`src/hdl/pea_pkg.sv`:
```
`default_nettype none
package pea_pkg;

    // Table geometry
    localparam int MAX_EXTENTS = 64;
    localparam int IDX_W       = $clog2(MAX_EXTENTS);
    localparam int CNT_W       = $clog2(MAX_EXTENTS + 1);

    // Field widths
    localparam int PAGE_W = 20;
    localparam int END_W  = PAGE_W + 1;
    localparam int ACT_W  = 2;
    localparam int STAT_W = 3;
    localparam int OP_W   = 3;

    // One past the last page
    localparam logic [END_W-1:0] PAGE_SPACE = END_W'(21'h100000);

    // Actions
    localparam logic [ACT_W-1:0] ACT_ALLOC   = 2'd0;
    localparam logic [ACT_W-1:0] ACT_FREE    = 2'd1;
    localparam logic [ACT_W-1:0] ACT_RESTART = 2'd2;

    // Status codes
    localparam logic [STAT_W-1:0] STAT_OK      = 3'd0;
    localparam logic [STAT_W-1:0] STAT_EMPTY   = 3'd1;
    localparam logic [STAT_W-1:0] STAT_OVERLAP = 3'd2;
    localparam logic [STAT_W-1:0] STAT_FULL    = 3'd3;
    localparam logic [STAT_W-1:0] STAT_ZERO    = 3'd4;

    // Cell commands
    localparam logic [OP_W-1:0] OP_NOP    = 3'd0;
    localparam logic [OP_W-1:0] OP_LOAD   = 3'd1; // cell 0 takes start/length
    localparam logic [OP_W-1:0] OP_TAKE   = 3'd2; // cell 0 gives its first page
    localparam logic [OP_W-1:0] OP_DROP   = 3'd3; // cells from idx shift down
    localparam logic [OP_W-1:0] OP_INSERT = 3'd4; // cells above idx shift up
    localparam logic [OP_W-1:0] OP_GROW   = 3'd5; // extend extent idx upwards
    localparam logic [OP_W-1:0] OP_EXTDN  = 3'd6; // extend extent idx downwards
    localparam logic [OP_W-1:0] OP_JOIN   = 3'd7; // absorb page and upper neighbour

    typedef struct packed {
        logic [ACT_W-1:0]  action;
        logic [PAGE_W-1:0] free_page;
    } in_word_t;

    typedef struct packed {
        logic [PAGE_W-1:0] granted_page;
        logic [STAT_W-1:0] status;
        logic [PAGE_W-1:0] pages_free;
    } out_word_t;

    typedef struct packed {
        logic [OP_W-1:0]   op;
        logic [IDX_W-1:0]  idx;
        logic [PAGE_W-1:0] start;
        logic [PAGE_W-1:0] len;
    } cell_cmd_t;

    typedef struct packed {
        logic valid;   // cell holds a live extent
        logic lt;      // start below page
        logic end_eq;  // extent ends just at page
        logic end_gt;  // extent covers page
        logic st_eq;   // extent starts at page
        logic st_nx;   // extent starts one above page
    } cell_flags_t;

endpackage
`default_nettype wire

```
`src/hdl/pea_cell.sv`:
```
`default_nettype none
module pea_cell (
    input  wire logic                        aclk,
    input  wire logic [pea_pkg::IDX_W-1:0]   cell_index,
    input  wire logic [pea_pkg::CNT_W-1:0]   count,
    input  wire logic [pea_pkg::PAGE_W-1:0]  page,
    input  wire logic                        cmp_en,
    input  wire pea_pkg::cell_cmd_t          cmd,
    input  wire logic [pea_pkg::PAGE_W-1:0]  left_start,
    input  wire logic [pea_pkg::PAGE_W-1:0]  left_len,
    input  wire logic [pea_pkg::PAGE_W-1:0]  right_start,
    input  wire logic [pea_pkg::PAGE_W-1:0]  right_len,
    output logic [pea_pkg::PAGE_W-1:0]       start_o,
    output logic [pea_pkg::PAGE_W-1:0]       len_o,
    output pea_pkg::cell_flags_t             flags_o
);

    logic [pea_pkg::PAGE_W-1:0] start_reg, start_next;
    logic [pea_pkg::PAGE_W-1:0] len_reg, len_next;
    pea_pkg::cell_flags_t       flags_reg, flags_next;
    logic [pea_pkg::END_W-1:0]  end_w;
    logic [pea_pkg::END_W-1:0]  page_w;
    logic                       here, above;

    assign end_w  = {1'b0, start_reg} + {1'b0, len_reg};
    assign page_w = {1'b0, page};
    assign here   = (cell_index == cmd.idx);
    assign above  = (cell_index > cmd.idx);

    // Local compare against the page being freed
    always_comb begin
        flags_next.valid  = pea_pkg::CNT_W'(cell_index) < count;
        flags_next.lt     = flags_next.valid && (start_reg < page);
        flags_next.end_eq = (end_w == page_w);
        flags_next.end_gt = (end_w > page_w);
        flags_next.st_eq  = (start_reg == page);
        flags_next.st_nx  = ({1'b0, start_reg} == page_w + pea_pkg::END_W'(1));
    end

    // Command from the controller; neighbours hand over their extents
    always_comb begin
        start_next = start_reg;
        len_next   = len_reg;
        case (cmd.op)
            pea_pkg::OP_LOAD: begin
                if (cell_index == '0) begin
                    start_next = cmd.start;
                    len_next   = cmd.len;
                end
            end
            pea_pkg::OP_TAKE: begin
                if (cell_index == '0) begin
                    start_next = start_reg + pea_pkg::PAGE_W'(1);
                    len_next   = len_reg - pea_pkg::PAGE_W'(1);
                end
            end
            pea_pkg::OP_DROP: begin
                if (here || above) begin
                    start_next = right_start;
                    len_next   = right_len;
                end
            end
            pea_pkg::OP_INSERT: begin
                if (here) begin
                    start_next = cmd.start;
                    len_next   = pea_pkg::PAGE_W'(1);
                end else if (above) begin
                    start_next = left_start;
                    len_next   = left_len;
                end
            end
            pea_pkg::OP_GROW: begin
                if (here) len_next = len_reg + pea_pkg::PAGE_W'(1);
            end
            pea_pkg::OP_EXTDN: begin
                if (here) begin
                    start_next = cmd.start;
                    len_next   = len_reg + pea_pkg::PAGE_W'(1);
                end
            end
            pea_pkg::OP_JOIN: begin
                if (here) begin
                    len_next = len_reg + right_len + pea_pkg::PAGE_W'(1);
                end else if (above) begin
                    start_next = right_start;
                    len_next   = right_len;
                end
            end
            default: begin
                start_next = start_reg;
                len_next   = len_reg;
            end
        endcase
    end

    always_ff @(posedge aclk) begin
        start_reg <= start_next;
        len_reg   <= len_next;
        if (cmp_en) flags_reg <= flags_next;
    end

    assign start_o = start_reg;
    assign len_o   = len_reg;
    assign flags_o = flags_reg;

endmodule
`default_nettype wire

```
`config.mk`:
```
export PLATFORM = sky130hd
export DESIGN_NAME = pea_cell
export DESIGN_NICKNAME = d
export VERILOG_FILES = /design/src/hdl/pea_pkg.sv /design/src/hdl/pea_cell.sv
export SDC_FILE = /design/constraint.sdc
export NUM_CORES = 1
export LEC_CHECK = 0
export BUFFER_PORTS_ARGS = -buffer_cell sky130_fd_sc_hd__clkbuf_2
export CAP_MARGIN = 20
export CORE_MARGIN = 2
export CORE_UTILIZATION = 25
export DETAILED_ROUTE_END_ITERATION = 6
export MAX_ROUTING_LAYER = met4
export PLACE_DENSITY = 0.41
export SYNTH_ARGS = -nofsm -noshare
export SYNTH_HDL_FRONTEND = slang
export SYNTH_SLANG_ARGS = --single-unit
```
`constraint.sdc`:
```
create_clock -name aclk -period 11.1 [get_ports aclk]
set_input_delay 0.555 -clock aclk [delete_from_list [all_inputs] [get_ports aclk]]
set_output_delay 0.555 -clock aclk [all_outputs]
set_load 0.03 [all_outputs]
```
# Yosys cells after proc, flatten, opt, wreduce, memory -nomap -nowiden
# Index checks and enable logic that the tools add are counted.
[word_totals] output_inout_bits=46 register_bits=46 input_bits=164 wordCells=65
[op_classes] n_addsub=7 n_eq_ne=20 magnitude_cmp=4 mux=18 reduce_logical=8
[ops] cell="two-way mux 20 bit" count=16
[ops] cell="case mux 20 bit (6 select lines)" count=2
[ops] cell="adder 20 x 1 -> 20 bit, second input constant" count=3
[ops] cell="adder 20 x 1 -> 21 bit, second input constant" count=1
[ops] cell="adder 20 x 20 -> 21 bit" count=1
[ops] cell="equality test 20 x 21 -> 1 bit" count=1
[ops] cell="equality test 21 x 20 -> 1 bit" count=1
[ops] cell="greater-than comparator 21 x 20 -> 1 bit" count=1
[ops] cell="adder 20 bit" count=1
[ops] cell="equality test 20 bit" count=1
[ops] cell="less-than comparator 20 bit" count=1
[ops] cell="subtractor 20 x 1 -> 20 bit, second input constant" count=1
[ops] cell="equality test 3 bit, second input constant" count=4
[ops] cell="!= test 2 bit, second input constant" count=6
[ops] cell="nonzero test 6 bit" count=2
[ops] cell="AND reduction 8 bit" count=1
[ops] cell="less-than comparator 6 x 7 -> 1 bit" count=1
[ops] cell="AND reduction 7 bit" count=1
[ops] cell="equality test 3 x 2 -> 1 bit, second input constant" count=2
[ops] cell="equality test 6 bit" count=1
[ops] cell="greater-than comparator 6 bit" count=1
[ops] cell="zero test 6 bit" count=1
[ops] cell="!= test 3 bit, second input constant" count=2
[ops] cell="equality test 3 x 1 -> 1 bit, second input constant" count=1
[ops] cell="other kinds (4)" count=4

# Depth between registers and ports, before layout
[depth] ltp_word=4 mapped_depth=18 mapped_depth_nobuf=18

# Worst setup path before layout
# OpenSTA, ideal clock, no wires.
[synth_timing] path_kind="register -> register" startpoint="register len_reg (netlist bit len_o[1])" endpoint="register flags_reg (netlist bit flags_o[2]), data pin" required_time_ps=10838 path_slack_ps=6879 synth_period_minus_slack_ps=4221 setup_time_ps=262 arrival_time_ps=3959 stages_incl_launch_ff=15 path_buffers=0 cell_sequence="edfxtp_1 -> ha_1 -> a21o_1 -> a21oi_1 -> o21a_1 -> o311ai_1 -> o41ai_1 -> o21ai_1 -> a211o_1 -> ha_1 -> nand3_1 -> or2_2 -> or4_1 -> o21ai_0 -> nand3b_1"
[synth_rtl] item="start: declaration" line_no="pea_cell.sv:19" source="logic [pea_pkg::PAGE_W-1:0] len_reg, len_next;"
[synth_rtl] item="start signal: assignment" line_no="pea_cell.sv:98" source="len_reg <= len_next;"
[synth_rtl] item="end signal: assignment" line_no="pea_cell.sv:99" source="if (cmp_en) flags_reg <= flags_next;"
[synth_rtl] item="end: declaration" line_no="pea_cell.sv:20" source="pea_pkg::cell_flags_t flags_reg, flags_next;"

# Worst setup path after layout
[layout_timing] startpoint="input port cmd[46] in the netlist's numbering" endpoint="register len_reg (netlist bit len_o[15]), data pin"
[layout_between] elab_chain_cells=3 elab_cells_between_ends=9 cone_classes="eq/ne: 7; mux: 1; reduce/logical: 1"
[layout_rtl] item="start: declaration" line_no="pea_cell.sv:8" source="input wire pea_pkg::cell_cmd_t cmd,"
[layout_rtl] item="equality test 3 bit" line_no="pea_cell.sv:44" source="case (cmd.op)"
[layout_rtl] item="OR reduction 2 bit (no source line)"
[layout_rtl] item="case mux 20 bit (6 select lines) (*)" line_no="pea_cell.sv:44"
[layout_rtl] item="net len_next, one bit" line_no="pea_cell.sv:19"
# Mark *: on every way through the listed nets, which the timed path passes. The rest lies on a longest branch.
# A chain may end at the register's enable or synchronous reset.

==> impl_metrics.json <==
{
  "p_comb_share_pct": 50.2,
  "ctsHtreeMaxLevel": 2,
  "crit_type": "primary input to register",
  "grt_max_degree": 52,
  "hpwl_um": 25100,
  "cap_violations": 0,
  "seqPwrFrac_pct": 27.4,
  "cp.required_ns": 11.17,
  "cp-end-kind": "register",
  "power_frac_clock_pct": 22.4,
  "yosysWarnings": 0,
  "die_w_um": 181,
  "drt_iter0_markers": 457,
  "antenna_left": 0,
  "syn_inst": 1009,
  "crit_fanout": 51,
  "track_usage_pct": 18.9,
  "antenna_found_initial": 0,
  "numCtsBuffers": 5,
  "netlist.top_cell.by_area": "edfxtp_1",
  "hold_violations": 0,
  "syn_area_sq_um": 7870,
  "fin_crit_sh_pct": 46.3,
  "timing.setup.tns_ns": 0,
  "p_per_area_nw_per_um2": 90.0,
  "cts-root-buf": "clkbuf_16",
  "gr-total-overflow": 0,
  "num_io_pins": 210,
  "min_from": "left_start[2]",
  "setup_violations": 0,
  "setup.worst_path.start": "cmd[46]",
  "finalClockSkew_ns": 0.0163,
  "fin_util_pct": 31.0,
  "area_growth_pct": 21.4,
  "io_buffer_count": 209,
  "startpoint_type": "primary input",
  "p_switching_uw": 359,
  "syn-num-nets": 1286,
  "synth_common_cells": "ha_1, a21oi_1, nand2_1",
  "synth_edf_count": 46,
  "p_int_uw": 501,
  "place_congestion": 0.832,
  "rsz0062_at_grt": "no",
  "async_flop_share_pct": 0,
  "initial_core_util_pct": 25.6,
  "cts_tree": "done",
  "period_needed_ns": 5.14,
  "insertion_delay_ns": 0.31,
  "drive_above_1_share_pct": 20.9,
  "drt-total-wl_um": 30600,
  "clk_path_buf_depth": 2,
  "synth_top_area_share_pct": 17.6,
  "cts_hold_buf": 0,
  "synth.avg_cell_area_sq_um": 7.79,
  "drc_errors": 0,
  "synthTopCellsByArea": "edfxtp_1, ha_1, xnor2_1",
  "num_antenna_cells": 0,
  "clock_sinks": 46,
  "ir_drop_mv": 0.0630,
  "via_count": 8299,
  "clock.fmax_mhz": 194,
  "synth.most_common_cell": "ha_1",
  "wire_per_inst_um": 19.2,
  "hold_path.class": "primary input to register",
  "swShare_pct": 41.8,
  "vias_per_cell": 5.19,
  "synth-main-ff-cell": "edfxtp_1",
  "die_h_um": 181,
  "slew_headroom_pct": 40.5,
  "p_leak_nw": 4.33,
  "rr_startpoint": "len_o[1]",
  "grt_pass1_vias": 8412,
  "drt_first_pass_iters": 5,
  "cts.repair.resized": 0,
  "slew_viol_final": 0,
  "nets": 1479,
  "outcome": "finished clean",
  "ys_seq_area_share_pct": 17.6,
  "core_region_area_sq_um": 30700,
  "yosysUniqueCellTypes": 77,
  "grt_pass1_wl_um": 47100,
  "tightest_slew_ns": 0.882,
  "arrival_ns": 5.22,
  "clkSlewWorstSetupHoldPaths_ns": 0.09,
  "rows": 64,
  "dieArea_sq_um": 32900,
  "ys_ff_latch": 46,
  "post-cts-setup-buffer-count": 0
}
final cells by class:
class	instances	area [sq um]
multi-input cells	872	6150
flip-flops and latches	46	1380
inverters	56	210
clock inverters	3	43.8
repair buffers	221	1140
well taps	396	495
clock buffers	5	125
fillers	3410	21200
layout by cell type (no fill, tap or decap), drive strengths merged, types with 5 or more instances in the layout:
master,n
nand2,89
nand3,42
a211oi,7
clkbuf,214
ha,110
inv,56
a221oi,32
xor2,28
or4,8
o2111ai,5
a22oi,5
a2111oi,5
o211ai,11
nand4,19
nand2b,16
and3,19
edfxtp,46
o21a,10
a21oi,91
nor3,27
xnor2,57
o21bai,7
or2,7
and4,7
nor2b,14
a21o,46
a31oi,6
buf,12
nor2,81
o21ai,59
critical path: stages:
cell       delay (ns)
clkbuf_2         0.08
buf_4            0.43
and2_1           0.73
nor2_1           0.21
nand2_1          0.66
ha_1             0.43
a21o_1           0.20
a2bb2oi_1        0.31
o2111ai_1        0.25
a41oi_1          0.60
o211ai_1         0.23
xor2_1           0.19
a221oi_1         0.26
nor2_1           0.07
cell families after synthesis:
logic type | after synthesis | synth area share, %
AO/OA/AOI/OAI | 321 | 27.2
XOR/XNOR | 85 | 9.66
adder cells (fa/ha/maj) | 113 | 18.3
buffers and inverters | 91 | 4.42
flip-flops | 46 | 17.6
multiplexers | 3 | 0.429
AND/OR/NAND/NOR | 350 | 22.5
flip-flops by register name, summed over array words and instances, names as in the netlist:
register  flops
len_o        20
start_o      20
flags_o       6
path summary, 6_finish.rpt:
| check | end | slack (ns) | cells after the start |
|---|---|---|---|
| worst max-delay path | len_o[15] | 5.96 | 14 |
| worst max register to register | flags_o[2] | 6.47 | 14 |
| worst min register to register | start_o[1] | 0.85 | 3 |
| worst min-delay path | start_o[2] | 0.55 | 3 |
per-layer routing:
metal	wire, um	global-route usage, %	vias to the layer above	part of all wire [%]
met5	0	-	-	0
met4	474	4.29	0	1.5
met3	1150	2.01	23	3.7
met2	14200	31.0	192	46
met1	14800	25.1	3874	48
li1	-	-	4210	-
metrics by stage:
| stage | hold WS, ns | power, mW | instance area, sq um | std cells | worst slack, ns |
|---|---|---|---|---|---|
| 2_1_floorplan | 0.667 | 0.531 | 7870 | 1009 | 6.88 |
| 3_3_place_gp | 0.832 | 0.671 | 9360 | 1590 | 5.74 |
| 3_5_place_dp | 0.844 | 0.670 | 9360 | 1590 | 5.63 |
| 4_1_cts | 0.538 | 0.868 | 9530 | 1598 | 5.98 |
| 5_1_grt | 0.548 | 0.927 | 9550 | 1599 | 5.49 |
| 6_report | 0.546 | 0.860 | 9550 | 1599 | 5.96 |
power by group through the flow:
| stage | sequential, mW | combinational, mW | clock, mW |
|---|---|---|---|
| after global routing | 0.238 | 0.486 | 0.202 |
| final | 0.235 | 0.432 | 0.193 |
| after floorplan | 0.248 | 0.283 | 0 |
| after global placement | 0.240 | 0.431 | 0 |
| after detailed placement | 0.240 | 0.431 | 0 |
| after CTS | 0.236 | 0.433 | 0.199 |
Power figures use the tool's default switching activity.
